File: src/orc_pkg.sv
// Shared constants, types and register indexes of the oversampled report-on-change block.
package orc_pkg;

  localparam int VALUE_W     = 24;
  localparam int FRAC_W      = 8;
  localparam int MAX_AVERAGE = 16;
  localparam int RING_AW     = $clog2(MAX_AVERAGE);
  localparam int CNT_W       = RING_AW + 1;
  localparam int SUM_W       = VALUE_W + CNT_W;
  localparam int MAG_W       = SUM_W - 1;
  localparam int DIV_CNT_W   = $clog2(MAG_W);
  localparam int TIME_W      = 32;
  localparam int PERIOD_W    = 16;
  localparam int PERIOD_MS_W = PERIOD_W + 10;
  localparam int THR_W       = 23;
  localparam int CFG_IDX_W   = 3;
  localparam int CFG_DATA_W  = 23;

  localparam logic [9:0] MS_PER_S = 10'd1000;

  localparam logic [CFG_IDX_W-1:0] CFG_AVERAGE_COUNT    = 3'd0;
  localparam logic [CFG_IDX_W-1:0] CFG_SAMPLE_PERIOD_S  = 3'd1;
  localparam logic [CFG_IDX_W-1:0] CFG_SEND_PERIOD_S    = 3'd2;
  localparam logic [CFG_IDX_W-1:0] CFG_CHANGE_THRESHOLD = 3'd3;
  localparam logic [CFG_IDX_W-1:0] CFG_RETAINED_MODE    = 3'd4;
  localparam logic [CFG_IDX_W-1:0] CFG_INTEGER_MODE     = 3'd5;

  typedef enum logic [3:0] {
    ST_IDLE = 4'b0001,
    ST_READ = 4'b0010,
    ST_DIV  = 4'b0100,
    ST_DONE = 4'b1000
  } orc_state_t;

  typedef struct packed {
    logic                    start;
    logic signed [SUM_W-1:0] dividend;
    logic [CNT_W-1:0]        divisor;
  } orc_div_req_t;

  typedef struct packed {
    logic                      done;
    logic signed [VALUE_W-1:0] quotient;
  } orc_div_rsp_t;

endpackage

File: src/orc_if.sv
// Channel interfaces of the oversampled report-on-change block.
interface orc_in_if import orc_pkg::*; ();
  logic                      valid;
  logic                      ready;
  logic [TIME_W-1:0]         now_ms;
  logic                      sample_valid;
  logic signed [VALUE_W-1:0] sample_value;

  modport source (output valid, now_ms, sample_valid, sample_value, input ready);
  modport sink (input valid, now_ms, sample_valid, sample_value, output ready);
endinterface

interface orc_out_if import orc_pkg::*; ();
  logic                      valid;
  logic                      ready;
  logic                      sample_due;
  logic                      report;
  logic                      by_timer;
  logic signed [VALUE_W-1:0] report_value;

  modport source (output valid, sample_due, report, by_timer, report_value, input ready);
  modport sink (input valid, sample_due, report, by_timer, report_value, output ready);
endinterface

interface orc_cfg_if import orc_pkg::*; ();
  logic                  valid;
  logic                  ready;
  logic [CFG_IDX_W-1:0]  index;
  logic [CFG_DATA_W-1:0] data;

  modport source (output valid, index, data, input ready);
  modport sink (input valid, index, data, output ready);
endinterface

File: src/oversampled_report_on_change.sv
// Top level: moving average over a sample ring with timed and change-driven reports.
//
//   channel | direction | handshake     | payload
//   cfg_if  | in        | valid / ready | index, data
//   in_if   | in        | valid / ready | now_ms, sample_valid, sample_value
//   out_if  | out       | valid / ready | sample_due, report, by_timer, report_value
//
// An item without an averaged sample goes straight from idle to done; an averaged one first passes
// the single read port of the sample ring (one entry a cycle) and the bit-serial divider.
// One request is worked on at a time; the next is taken as soon as the result sits in the
// output register. Reset is synchronous and clears the ring through per-entry valid bits.
// A stalled output holds the result; configuration writes are always taken.
module oversampled_report_on_change import orc_pkg::*; (
  input logic      clk,
  input logic      rst_n,
  orc_cfg_if.sink  cfg_if,
  orc_in_if.sink   in_if,
  orc_out_if.source out_if
);

  logic [CNT_W-1:0]          avg_cnt_r;
  logic [PERIOD_W-1:0]       smp_per_r;
  logic [PERIOD_W-1:0]       snd_per_r;
  logic [THR_W-1:0]          thr_r;
  logic                      ret_r;
  logic                      int_r;

  orc_state_t                state_r;
  logic [RING_AW-1:0]        ptr_r;
  logic [CNT_W-1:0]          fill_r;
  logic [CNT_W-1:0]          rd_cnt_r;
  logic                      rd_pend_r;
  logic signed [SUM_W-1:0]   sum_r;
  logic signed [VALUE_W-1:0] cur_r;
  logic signed [VALUE_W-1:0] last_r;
  logic [TIME_W-1:0]         send_dl_r;
  logic [TIME_W-1:0]         smp_dl_r;
  logic [TIME_W-1:0]         now_r;
  logic                      due_r;

  logic                      out_vld_r;
  logic                      out_due_r;
  logic                      out_rep_r;
  logic                      out_tmr_r;
  logic signed [VALUE_W-1:0] out_val_r;

  logic [VALUE_W-1:0]        ring_mem [MAX_AVERAGE];
  logic [MAX_AVERAGE-1:0]    ring_vld_r;
  logic [VALUE_W-1:0]        rd_data_r;
  logic                      rd_vld_r;

  logic                      in_acc;
  logic                      avg_on;
  logic                      wr_en;
  logic                      rd_en;
  logic                      out_free;
  logic [CNT_W-1:0]          win;
  logic [RING_AW-1:0]        ptr_eff;
  logic [CNT_W-1:0]          ptr_inc;
  logic [RING_AW-1:0]        ptr_nxt;
  logic [CNT_W-1:0]          fill_clip;
  logic [CNT_W-1:0]          fill_nxt;
  logic [PERIOD_MS_W-1:0]    smp_ms;
  logic [PERIOD_MS_W-1:0]    snd_ms;
  logic                      due;
  logic                      timer;
  logic signed [VALUE_W:0]   diff;
  logic [VALUE_W:0]          abs_diff;
  logic                      cond;
  logic                      rep;
  logic signed [VALUE_W-1:0] rep_val;
  logic signed [SUM_W-1:0]   rd_ext;
  logic                      rd_done;
  orc_div_req_t              div_req;
  orc_div_rsp_t              div_rsp;

  assign cfg_if.ready = 1'b1;
  assign in_if.ready  = (state_r == ST_IDLE);
  assign in_acc       = in_if.valid && in_if.ready;
  assign out_free     = !out_vld_r || out_if.ready;

  always_ff @(posedge clk) begin
    if (!rst_n) begin
      avg_cnt_r <= '0;
      smp_per_r <= '0;
      snd_per_r <= '0;
      thr_r     <= '0;
      ret_r     <= 1'b0;
      int_r     <= 1'b0;
    end else if (cfg_if.valid) begin
      unique case (cfg_if.index)
        CFG_AVERAGE_COUNT:    avg_cnt_r <= cfg_if.data[CNT_W-1:0];
        CFG_SAMPLE_PERIOD_S:  smp_per_r <= cfg_if.data[PERIOD_W-1:0];
        CFG_SEND_PERIOD_S:    snd_per_r <= cfg_if.data[PERIOD_W-1:0];
        CFG_CHANGE_THRESHOLD: thr_r     <= cfg_if.data[THR_W-1:0];
        CFG_RETAINED_MODE:    ret_r     <= cfg_if.data[0];
        CFG_INTEGER_MODE:     int_r     <= cfg_if.data[0];
        default: ;
      endcase
    end
  end

  assign win       = (avg_cnt_r > CNT_W'(MAX_AVERAGE)) ? CNT_W'(MAX_AVERAGE) : avg_cnt_r;
  assign ptr_eff   = ({1'b0, ptr_r} >= win) ? '0 : ptr_r;
  assign ptr_inc   = {1'b0, ptr_eff} + CNT_W'(1);
  assign ptr_nxt   = (ptr_inc >= win) ? '0 : ptr_inc[RING_AW-1:0];
  assign fill_clip = (fill_r > win) ? win : fill_r;
  assign fill_nxt  = (fill_clip < win) ? fill_clip + CNT_W'(1) : fill_clip;
  assign avg_on    = in_if.sample_valid && (avg_cnt_r != '0);
  assign wr_en     = in_acc && avg_on;

  assign smp_ms    = PERIOD_MS_W'(smp_per_r) * PERIOD_MS_W'(MS_PER_S);
  assign snd_ms    = PERIOD_MS_W'(snd_per_r) * PERIOD_MS_W'(MS_PER_S);
  assign due       = (smp_per_r != '0) && (smp_dl_r < in_if.now_ms);

  assign rd_en     = (state_r == ST_READ) && (rd_cnt_r < fill_r);
  assign rd_ext    = rd_vld_r ? SUM_W'(signed'(rd_data_r)) : '0;
  assign rd_done   = (state_r == ST_READ) && (rd_cnt_r == fill_r) && !rd_pend_r;

  always_ff @(posedge clk) begin
    if (wr_en) begin
      ring_mem[ptr_eff] <= in_if.sample_value;
    end
    if (rd_en) begin
      rd_data_r <= ring_mem[rd_cnt_r[RING_AW-1:0]];
      rd_vld_r  <= ring_vld_r[rd_cnt_r[RING_AW-1:0]];
    end
  end

  always_ff @(posedge clk) begin
    if (!rst_n) begin
      ring_vld_r <= '0;
    end else if (wr_en) begin
      ring_vld_r[ptr_eff] <= 1'b1;
    end
  end

  assign div_req.start    = rd_done;
  assign div_req.dividend = sum_r;
  assign div_req.divisor  = fill_r;

  orc_div u_div (
    .clk   (clk),
    .rst_n (rst_n),
    .req   (div_req),
    .rsp   (div_rsp)
  );

  assign timer    = (snd_per_r != '0) && (send_dl_r < now_r);
  assign diff     = {cur_r[VALUE_W-1], cur_r} - {last_r[VALUE_W-1], last_r};
  assign abs_diff = diff[VALUE_W] ? (~diff + (VALUE_W+1)'(1)) : diff;
  assign cond     = timer || (abs_diff >= (VALUE_W+1)'(thr_r));
  assign rep      = cond && !(ret_r && (cur_r == last_r));
  assign rep_val  = int_r ? {cur_r[VALUE_W-1:FRAC_W], FRAC_W'(0)} : cur_r;

  always_ff @(posedge clk) begin
    if (!rst_n) begin
      state_r   <= ST_IDLE;
      ptr_r     <= '0;
      fill_r    <= '0;
      rd_cnt_r  <= '0;
      rd_pend_r <= 1'b0;
      sum_r     <= '0;
      cur_r     <= '0;
      last_r    <= '0;
      send_dl_r <= '0;
      smp_dl_r  <= '0;
      now_r     <= '0;
      due_r     <= 1'b0;
    end else begin
      rd_pend_r <= rd_en;
      unique case (state_r)
        ST_IDLE: begin
          if (in_acc) begin
            now_r <= in_if.now_ms;
            due_r <= due;
            if (due) begin
              smp_dl_r <= in_if.now_ms + TIME_W'(smp_ms);
            end
            if (avg_on) begin
              ptr_r    <= ptr_nxt;
              fill_r   <= fill_nxt;
              sum_r    <= '0;
              rd_cnt_r <= '0;
              state_r  <= ST_READ;
            end else begin
              if (in_if.sample_valid) begin
                cur_r <= in_if.sample_value;
              end
              state_r <= ST_DONE;
            end
          end
        end
        ST_READ: begin
          if (rd_en) begin
            rd_cnt_r <= rd_cnt_r + CNT_W'(1);
          end
          if (rd_pend_r) begin
            sum_r <= sum_r + rd_ext;
          end
          if (rd_done) begin
            state_r <= ST_DIV;
          end
        end
        ST_DIV: begin
          if (div_rsp.done) begin
            cur_r   <= div_rsp.quotient;
            state_r <= ST_DONE;
          end
        end
        ST_DONE: begin
          if (out_free) begin
            if (cond) begin
              send_dl_r <= now_r + TIME_W'(snd_ms);
            end
            if (rep) begin
              last_r <= cur_r;
            end
            state_r <= ST_IDLE;
          end
        end
        default: state_r <= ST_IDLE;
      endcase
    end
  end

  always_ff @(posedge clk) begin
    if (!rst_n) begin
      out_vld_r <= 1'b0;
    end else if ((state_r == ST_DONE) && out_free) begin
      out_vld_r <= 1'b1;
    end else if (out_if.ready) begin
      out_vld_r <= 1'b0;
    end
  end

  always_ff @(posedge clk) begin
    if ((state_r == ST_DONE) && out_free) begin
      out_due_r <= due_r;
      out_rep_r <= rep;
      out_tmr_r <= timer;
      out_val_r <= rep ? rep_val : '0;
    end
  end

  assign out_if.valid        = out_vld_r;
  assign out_if.sample_due   = out_due_r;
  assign out_if.report       = out_rep_r;
  assign out_if.by_timer     = out_tmr_r;
  assign out_if.report_value = out_val_r;

endmodule

File: src/orc_div.sv
// Bit-serial floor divider of the ring sum by the filled count.
module orc_div import orc_pkg::*; (
  input  logic         clk,
  input  logic         rst_n,
  input  orc_div_req_t req,
  output orc_div_rsp_t rsp
);

  logic                 busy_r;
  logic                 done_r;
  logic                 neg_r;
  logic [DIV_CNT_W-1:0] cnt_r;
  logic [CNT_W-1:0]     rem_r;
  logic [CNT_W-1:0]     dvs_r;
  logic [MAG_W-1:0]     quo_r;
  logic [SUM_W-1:0]     mag;
  logic [CNT_W:0]       trial;
  logic [CNT_W:0]       trial_sub;
  logic                 q_bit;
  logic [MAG_W-1:0]     q_adj;
  logic [MAG_W-1:0]     q_res;

  assign mag       = req.dividend[SUM_W-1] ? SUM_W'(-req.dividend) : req.dividend;
  assign trial     = {rem_r, quo_r[MAG_W-1]};
  assign trial_sub = trial - {1'b0, dvs_r};
  assign q_bit     = (trial >= {1'b0, dvs_r});
  assign q_adj     = quo_r + MAG_W'(neg_r && (rem_r != '0));
  assign q_res     = neg_r ? (~q_adj + MAG_W'(1)) : q_adj;

  always_ff @(posedge clk) begin
    if (!rst_n) begin
      busy_r <= 1'b0;
      done_r <= 1'b0;
      cnt_r  <= '0;
    end else if (req.start) begin
      busy_r <= 1'b1;
      done_r <= 1'b0;
      cnt_r  <= '0;
    end else if (busy_r) begin
      if (cnt_r == DIV_CNT_W'(MAG_W - 1)) begin
        busy_r <= 1'b0;
        done_r <= 1'b1;
      end else begin
        cnt_r <= cnt_r + DIV_CNT_W'(1);
      end
    end else begin
      done_r <= 1'b0;
    end
  end

  always_ff @(posedge clk) begin
    if (req.start) begin
      neg_r <= req.dividend[SUM_W-1];
      quo_r <= mag[MAG_W-1:0];
      rem_r <= '0;
      dvs_r <= req.divisor;
    end else if (busy_r) begin
      quo_r <= {quo_r[MAG_W-2:0], q_bit};
      rem_r <= q_bit ? trial_sub[CNT_W-1:0] : trial[CNT_W-1:0];
    end
  end

  assign rsp.done     = done_r;
  assign rsp.quotient = q_res[VALUE_W-1:0];

endmodule

File: src/flat_wrapper.sv
// flat-port wrapper written by rule: the top's interface ports become plain ports
module oversampled_report_on_change_flat import orc_pkg::*;
  (clk, rst_n, cfg_if_valid, cfg_if_index, cfg_if_data, cfg_if_ready, in_if_valid, in_if_now_ms, in_if_sample_valid, in_if_sample_value, in_if_ready, out_if_valid, out_if_sample_due, out_if_report, out_if_by_timer, out_if_report_value, out_if_ready);
  orc_cfg_if cfg_if_i ();
  orc_in_if in_if_i ();
  orc_out_if out_if_i ();
  input logic clk;
  input logic rst_n;
  input wire logic [$bits(cfg_if_i.valid)-1:0] cfg_if_valid;
  input wire logic [$bits(cfg_if_i.index)-1:0] cfg_if_index;
  input wire logic [$bits(cfg_if_i.data)-1:0] cfg_if_data;
  output wire logic [$bits(cfg_if_i.ready)-1:0] cfg_if_ready;
  input wire logic [$bits(in_if_i.valid)-1:0] in_if_valid;
  input wire logic [$bits(in_if_i.now_ms)-1:0] in_if_now_ms;
  input wire logic [$bits(in_if_i.sample_valid)-1:0] in_if_sample_valid;
  input wire logic [$bits(in_if_i.sample_value)-1:0] in_if_sample_value;
  output wire logic [$bits(in_if_i.ready)-1:0] in_if_ready;
  output wire logic [$bits(out_if_i.valid)-1:0] out_if_valid;
  output wire logic [$bits(out_if_i.sample_due)-1:0] out_if_sample_due;
  output wire logic [$bits(out_if_i.report)-1:0] out_if_report;
  output wire logic [$bits(out_if_i.by_timer)-1:0] out_if_by_timer;
  output wire logic [$bits(out_if_i.report_value)-1:0] out_if_report_value;
  input wire logic [$bits(out_if_i.ready)-1:0] out_if_ready;
  assign cfg_if_i.valid = cfg_if_valid;
  assign cfg_if_i.index = cfg_if_index;
  assign cfg_if_i.data = cfg_if_data;
  assign cfg_if_ready = cfg_if_i.ready;
  assign in_if_i.valid = in_if_valid;
  assign in_if_i.now_ms = in_if_now_ms;
  assign in_if_i.sample_valid = in_if_sample_valid;
  assign in_if_i.sample_value = in_if_sample_value;
  assign in_if_ready = in_if_i.ready;
  assign out_if_valid = out_if_i.valid;
  assign out_if_sample_due = out_if_i.sample_due;
  assign out_if_report = out_if_i.report;
  assign out_if_by_timer = out_if_i.by_timer;
  assign out_if_report_value = out_if_i.report_value;
  assign out_if_i.ready = out_if_ready;
  oversampled_report_on_change u_core (.clk(clk), .rst_n(rst_n), .cfg_if(cfg_if_i), .in_if(in_if_i), .out_if(out_if_i));
endmodule
File: config.mk
export PLATFORM = sky130hd
export DESIGN_NAME = oversampled_report_on_change_flat
export DESIGN_NICKNAME = d
export VERILOG_FILES = /design/src/orc_pkg.sv /design/src/orc_if.sv /design/src/oversampled_report_on_change.sv /design/src/orc_div.sv /design/src/flat_wrapper.sv
export SDC_FILE = /design/constraint.sdc
export NUM_CORES = 2
export LEC_CHECK = 0
export ABC_AREA = 1
export BUFFER_PORTS_ARGS = -buffer_cell sky130_fd_sc_hd__buf_2
export CORE_MARGIN = 3
export CORE_UTILIZATION = 60
export CTS_CLUSTER_SIZE = 20
export DETAILED_ROUTE_END_ITERATION = 10
export PLACE_DENSITY = 0.82
export SLEW_MARGIN = 10
export SYNTH_ARGS = -nofsm -noshare
export SYNTH_HDL_FRONTEND = slang
export SYNTH_SLANG_ARGS = --single-unit
File: constraint.sdc
create_clock -name clk -period 11.2 [get_ports clk]
set_input_delay 1.68 -clock clk [delete_from_list [all_inputs] [get_ports clk]]
set_output_delay 1.68 -clock clk [all_outputs]
set_load 0.02 [all_outputs]
Yosys cells after proc, flatten, opt, wreduce, memory -nomap -nowiden. Memories as Yosys holds them, arrays and structs flattened. A register that Yosys moved wholly into a read port is not among the register bits. Cells that the tools add are included.

Eq/ne operators: 21. Bitwise operators: 7. Multiplexer cells: 42. $lt $le $gt $ge: 13. Reduce and logical (&&, ||, !) cells: 46. $mul: 2. $add $sub $neg: 13.

Operators with widths (count): 24-bit 2-to-1 mux (5); 29-bit 2-to-1 mux (4); 28-bit 2-to-1 mux (3); 32-bit by 26-bit adder with 32-bit output (2); 32-bit less-than comparator (2); 29-bit case mux with 2 select lines (1); 24-bit case mux with 2 select lines (1); 16-bit by 7-bit multiplier with 23-bit output, second input constant (2); 5-bit 2-to-1 mux (7); 16-bit nonzero test (2); 29-bit adder (1); 4-bit 2-to-1 mux (7); 28-bit negation (1); 25-bit by 2-bit adder with 25-bit output, second input constant (1); 25-bit by 23-bit >= comparator with 1-bit output (1); 25-bit 2-to-1 mux (1); 25-bit NOT (1); 24-bit by 24-bit subtractor with 25-bit output (1); 24-bit by 1-bit adder with 24-bit output (1); 24-bit by 1-bit adder with 24-bit output, second input constant (1); 24-bit == test (1); 24-bit NOT (1); 16-bit bitwise OR (1); 4-bit case mux with 4 select lines (1); other kinds (39) (95).

RAM bits: 384. Logic and storage cells: 178. Input bits: 88. Register bits after elaboration: 346. Memories: 1. Output and inout port bits: 30.

Memories: u_core.ring_mem (depth 16, width 24, rd ports 1, clocked after memory_dff 1, write ports 1, RTL line oversampled_report_on_change.sv:47) `logic [VALUE_W-1:0] ring_mem [MAX_AVERAGE];`.

Logic depth before layout (Yosys ltp).
Depth in word-level cells: 9. Mapped depth: 37. Gate-level depth less buffers: 35.

By module. A second synthesis with hierarchy kept.

Cell total of the unflattened synthesis: 5190. Area, all modules: 45110.8 um2.

Modules (own cells, without submodules): oversampled_report_on_change (area an instance 40978.1 um2, cells each 4568, times used 1, seq. area each 18537.8 um2); orc_div (area an instance 4132.7 um2, cells each 622, times used 1, seq. area each 1261.2 um2).

Least setup slack after synthesis. Ideal clock, no wire load.

Path kind: reg-to-reg. Start point: register u_core.snd_per_r[1]. End point: register u_core.send_dl_r[28]. Period minus slack after synthesis: 5937 ps. Arrival time: 5825 ps. Setup time: 112 ps. Required time: 11088 ps. Setup slack: 5263 ps. Stages on the path, launching flop included: 32. Path buffers: 0. Cells stage by stage: dfxtp_1 inv_1 fa_1 fa_1 fa_1 fa_1 inv_1 ha_1 inv_1 nor3_1 nand2_1 nand2_1 a21boi_0 o21ai_0 nand2_1 o21ai_0 nand2_1 nand2_1 a21oi_1 xor2_1 ha_1 nand2_1 nor4_1 nand3_1 nand3_1 nand3_1 nand2_1 nand3_1 xor2_1 nand3_1 nand2_1 nor2_1.

Longest elaborated chain between the ends: 4. Elaborated cells on any way between the ends: 6. Those cells by class: 1 x add/sub; 1 x mul; 4 x reduce/logical.

RTL lines: from (decl) (RTL line oversampled_report_on_change.sv:23) `logic [PERIOD_W-1:0] snd_per_r;`; from (signal assigned) (RTL line oversampled_report_on_change.sv:94) `CFG_SEND_PERIOD_S: snd_per_r <= cfg_if.data[PERIOD_W-1:0];`; parallel branches: the longest is 4 deep, another holds 32-bit by 26-bit adder with 32-bit output; to (signal assigned) (RTL line oversampled_report_on_change.sv:214) `send_dl_r <= now_r + TIME_W'(snd_ms);`; to (decl) (RTL line oversampled_report_on_change.sv:36) `logic [TIME_W-1:0] send_dl_r;`.

Several ways; the timed one is not identified. A chain may end at the register's enable or synchronous reset.

Worst setup path after layout.
Start point: register u_core.smp_per_r[2]. End point: register u_core.smp_dl_r[29].

Longest elaborated chain between the ends: 3. Elaborated cells on any way between the ends: 5. Those cells by class: 1 x add/sub; 1 x mul; 3 x reduce/logical.

RTL lines: from (decl) (RTL line oversampled_report_on_change.sv:22) `logic [PERIOD_W-1:0] smp_per_r;`; from (signal assigned) (RTL line oversampled_report_on_change.sv:93) `CFG_SAMPLE_PERIOD_S: smp_per_r <= cfg_if.data[PERIOD_W-1:0];`; parallel branches: the longest is 3 deep, another holds 32-bit by 26-bit adder with 32-bit output; to (signal assigned) (RTL line oversampled_report_on_change.sv:178) `smp_dl_r <= in_if.now_ms + TIME_W'(smp_ms);`; to (decl) (RTL line oversampled_report_on_change.sv:37) `logic [TIME_W-1:0] smp_dl_r;`.

Several ways; the timed one is not identified.

==> results.ini <==
[worst_setup_path]
required_ns=11.77
cp_slowest_stage_delay_ns=0.58
slowest_stage=fa_1
crit_fanout=5
path_buf_inv=3
end_kind=flop
arrival_ns=7.42
crit_family=adder cells
start_kind=flop
crit_type=reg2reg

[floorplan]
start_util_pct=60.9
rows=99
die_x_um=279
core_um2=73500
die_area_um2=77800
die_h_um=279
ioPinCount=118

[global_routing]
grt_max_degree=89
grt_pass1_wl_mm=190
track_usage_pct=30.8
grt_overflow=0
grt_pass1_vias=35100
antenna_found_initial=17

[timing]
rsz0062_at_grt=no
finalCritPeriodShare_pct=61.2
slew_violations=0
setup_tns_ns=0
max-slew-margin-rel_pct=17.6
setup_viol_count_final=0
setup_ws_ns=4.35
worst_pin_slew_ns=1.23
hold_viol=0
fin_crit_ns=6.85
fmax_ghz=0.146
hold_slack_ns=0.437
clock_skew_ns=0.0562

[power_and_ir_drop]
p_int_mw=5.56
clkPwrFrac_pct=31.7
switchingPower_mw=2.96
ir_worst_vdd_v=0.000215
power_frac_seq_pct=36.9
powerDensity_nw_per_um2=175
leakagePower_nw=20.8
sw_frac_of_total_pct=34.8
combPwrFrac_pct=31.4

[synth]
synth_flop_cell=edfxtp_1
synth_cell_type_count=61
yosysMostFrequentCell=nand2_1
yosys.area.top_type=edfxtp_1
ys_seq_area_share_pct=44.3
ys_top_cells_by_area=edfxtp_1 (32%), dfxtp_1 (13%), ha_1 (9.6%), nand2_1 (6.5%), inv_1 (5.6%)
synth_enable_flop_cells=470
yosys-top-cells-count=nand2_1 (779), inv_1 (663), nor2_1 (647), o21ai_0 (495), edfxtp_1 (470)
synth_area_um2=44700
yosys_warnings=0
syn_nets=5686
ys_ff_latch=754
syn-instance-count=5142
async_reset_ff_share_pct=0
syn_area_per_cell_um2=8.70
yosys.area.top_type_share_pct=31.6

[outcome]
status=completed

[clock_network]
post_cts_buffers=0
cts_sinks=754
cts_tree=done
clock_latency_ns=0.67
cts_hold_buf=0
clock_path_buffers=3
numCtsBuffers=79
htree_levels=3
root_buffer=clkbuf_16
clk_pin_slew_ns=0.07
cts-resized-gates=0

[run]
maxCapViolations=0

[worst_hold_path]
hp-class=reg2reg

[drt]
routed_via_density=5.89
vias=36600
drc=0
first_pass_iters=5
wl_mm=122
ant_nets=0
initialDrtViolationCount=4058
wl_per_cell_um=19.6

[finish]
fin_util_pct=66.5
areaGrowthSynthToFinish_pct=9.16
final_cells=6217
final_nets=5733
drive_gt1_share_pct=6.23
fill_cells=5701

[placement]
pre_cts_ws_ns=4.51
place.gp.congestion=0.966
dp.cells=6067
portBuffers=116
dp_hpwl_mm=83.7

==> final cells by class <==
| type | instances | area [µm²] | area share (%) |
|---|---|---|---|
| inverters | 673 | 2530 | 5.18 |
| repair buffers | 142 | 778 | 1.59 |
| flip-flops and latches | 754 | 19800 | 40.6 |
| multi-input cells | 3539 | 21800 | 44.6 |
| diodes | 7 | 17.5 | 0.0359 |
| clock inverters | 37 | 531 | 1.09 |
| clock buffers | 106 | 2160 | 4.42 |
| well taps | 959 | 1200 | 2.46 |
==> per-layer routing <==
metal	up-vias	global-route usage [%]	routed length (µm)
met1	17100	41.3	49200
met3	326	7.08	12200
met5	-	0	127
met2	1721	49.3	55600
li1	17400	-	-
met4	18	11.4	4660
==> through the flow <==
step	cell area, µm²	power (mW)
2_1_floorplan	44700	5.21
3_3_place_gp	46100	5.75
3_5_place_dp	46100	5.84
4_1_cts	48800	8.52
5_1_grt	48800	9.03
6_report	48800	8.53
==> sequential cells by signal, summed over array words and instances (netlist names), 24 cells and up <==
| signal | flops |
|---|---|
| u_core.u_div.quo_r | 28 |
| u_core.last_r | 24 |
| u_core.rd_data_r | 24 |
| u_core.cur_r | 24 |
| u_core.send_dl_r | 32 |
| u_core.smp_dl_r | 32 |
| u_core.out_if.report_value | 24 |
| u_core.sum_r | 29 |
| u_core.now_r | 32 |
| u_core.ring_mem | 384 |
==> layout by cell type, fill, tap and decap left out, types with 64 or more instances in the layout <==
master,Yosys,layout
ha_1,343,343
o21ai_0,495,495
nand3_1,173,173
xnor2_1,69,69
edfxtp_1,470,470
nand4_1,64,64
o22ai_1,66,66
fa_1,113,113
nor2_1,647,627
clkbuf_16,0,80
a21oi_1,390,390
xor2_1,100,100
dfxtp_1,284,281
inv_1,663,661
nand2_1,779,779
buf_2,9,115
==> cells by family after synthesis <==
group	Yosys count	share of synthesized area, %
AOI/OAI and AO/OA	1122	13.8
DFF	754	44.3
and+or+nand+nor	1789	16.6
adders and majority gates	456	14.7
xor gates and xnor gates	169	3.31
muxes	2	0.0476
other	1	0.00839
buffers and inverters	849	7.30
==> final timing paths <==
check                      start                       end  slack (ns)  depth (start not counted)
min reg2reg         u_core.due_r  u_core.out_if.sample_due        0.44                          0
max          u_core.smp_per_r[2]       u_core.smp_dl_r[29]        4.35                         28
min                 u_core.due_r  u_core.out_if.sample_due        0.44                          0
max reg2reg  u_core.smp_per_r[2]       u_core.smp_dl_r[29]        4.35                         28
==> power by group through the flow <==
stage          clock [mW]  combinational, mW  sequential (mW)
6_report             2.70               2.68             3.15
5_1_grt              2.82               3.05             3.16
4_1_cts              2.72               2.65             3.15
3_5_place_dp            0               2.63             3.21
3_3_place_gp            0               2.55             3.20
2_1_floorplan           0               2.03             3.18
Note: power is estimated with default switching activity, not from simulation.
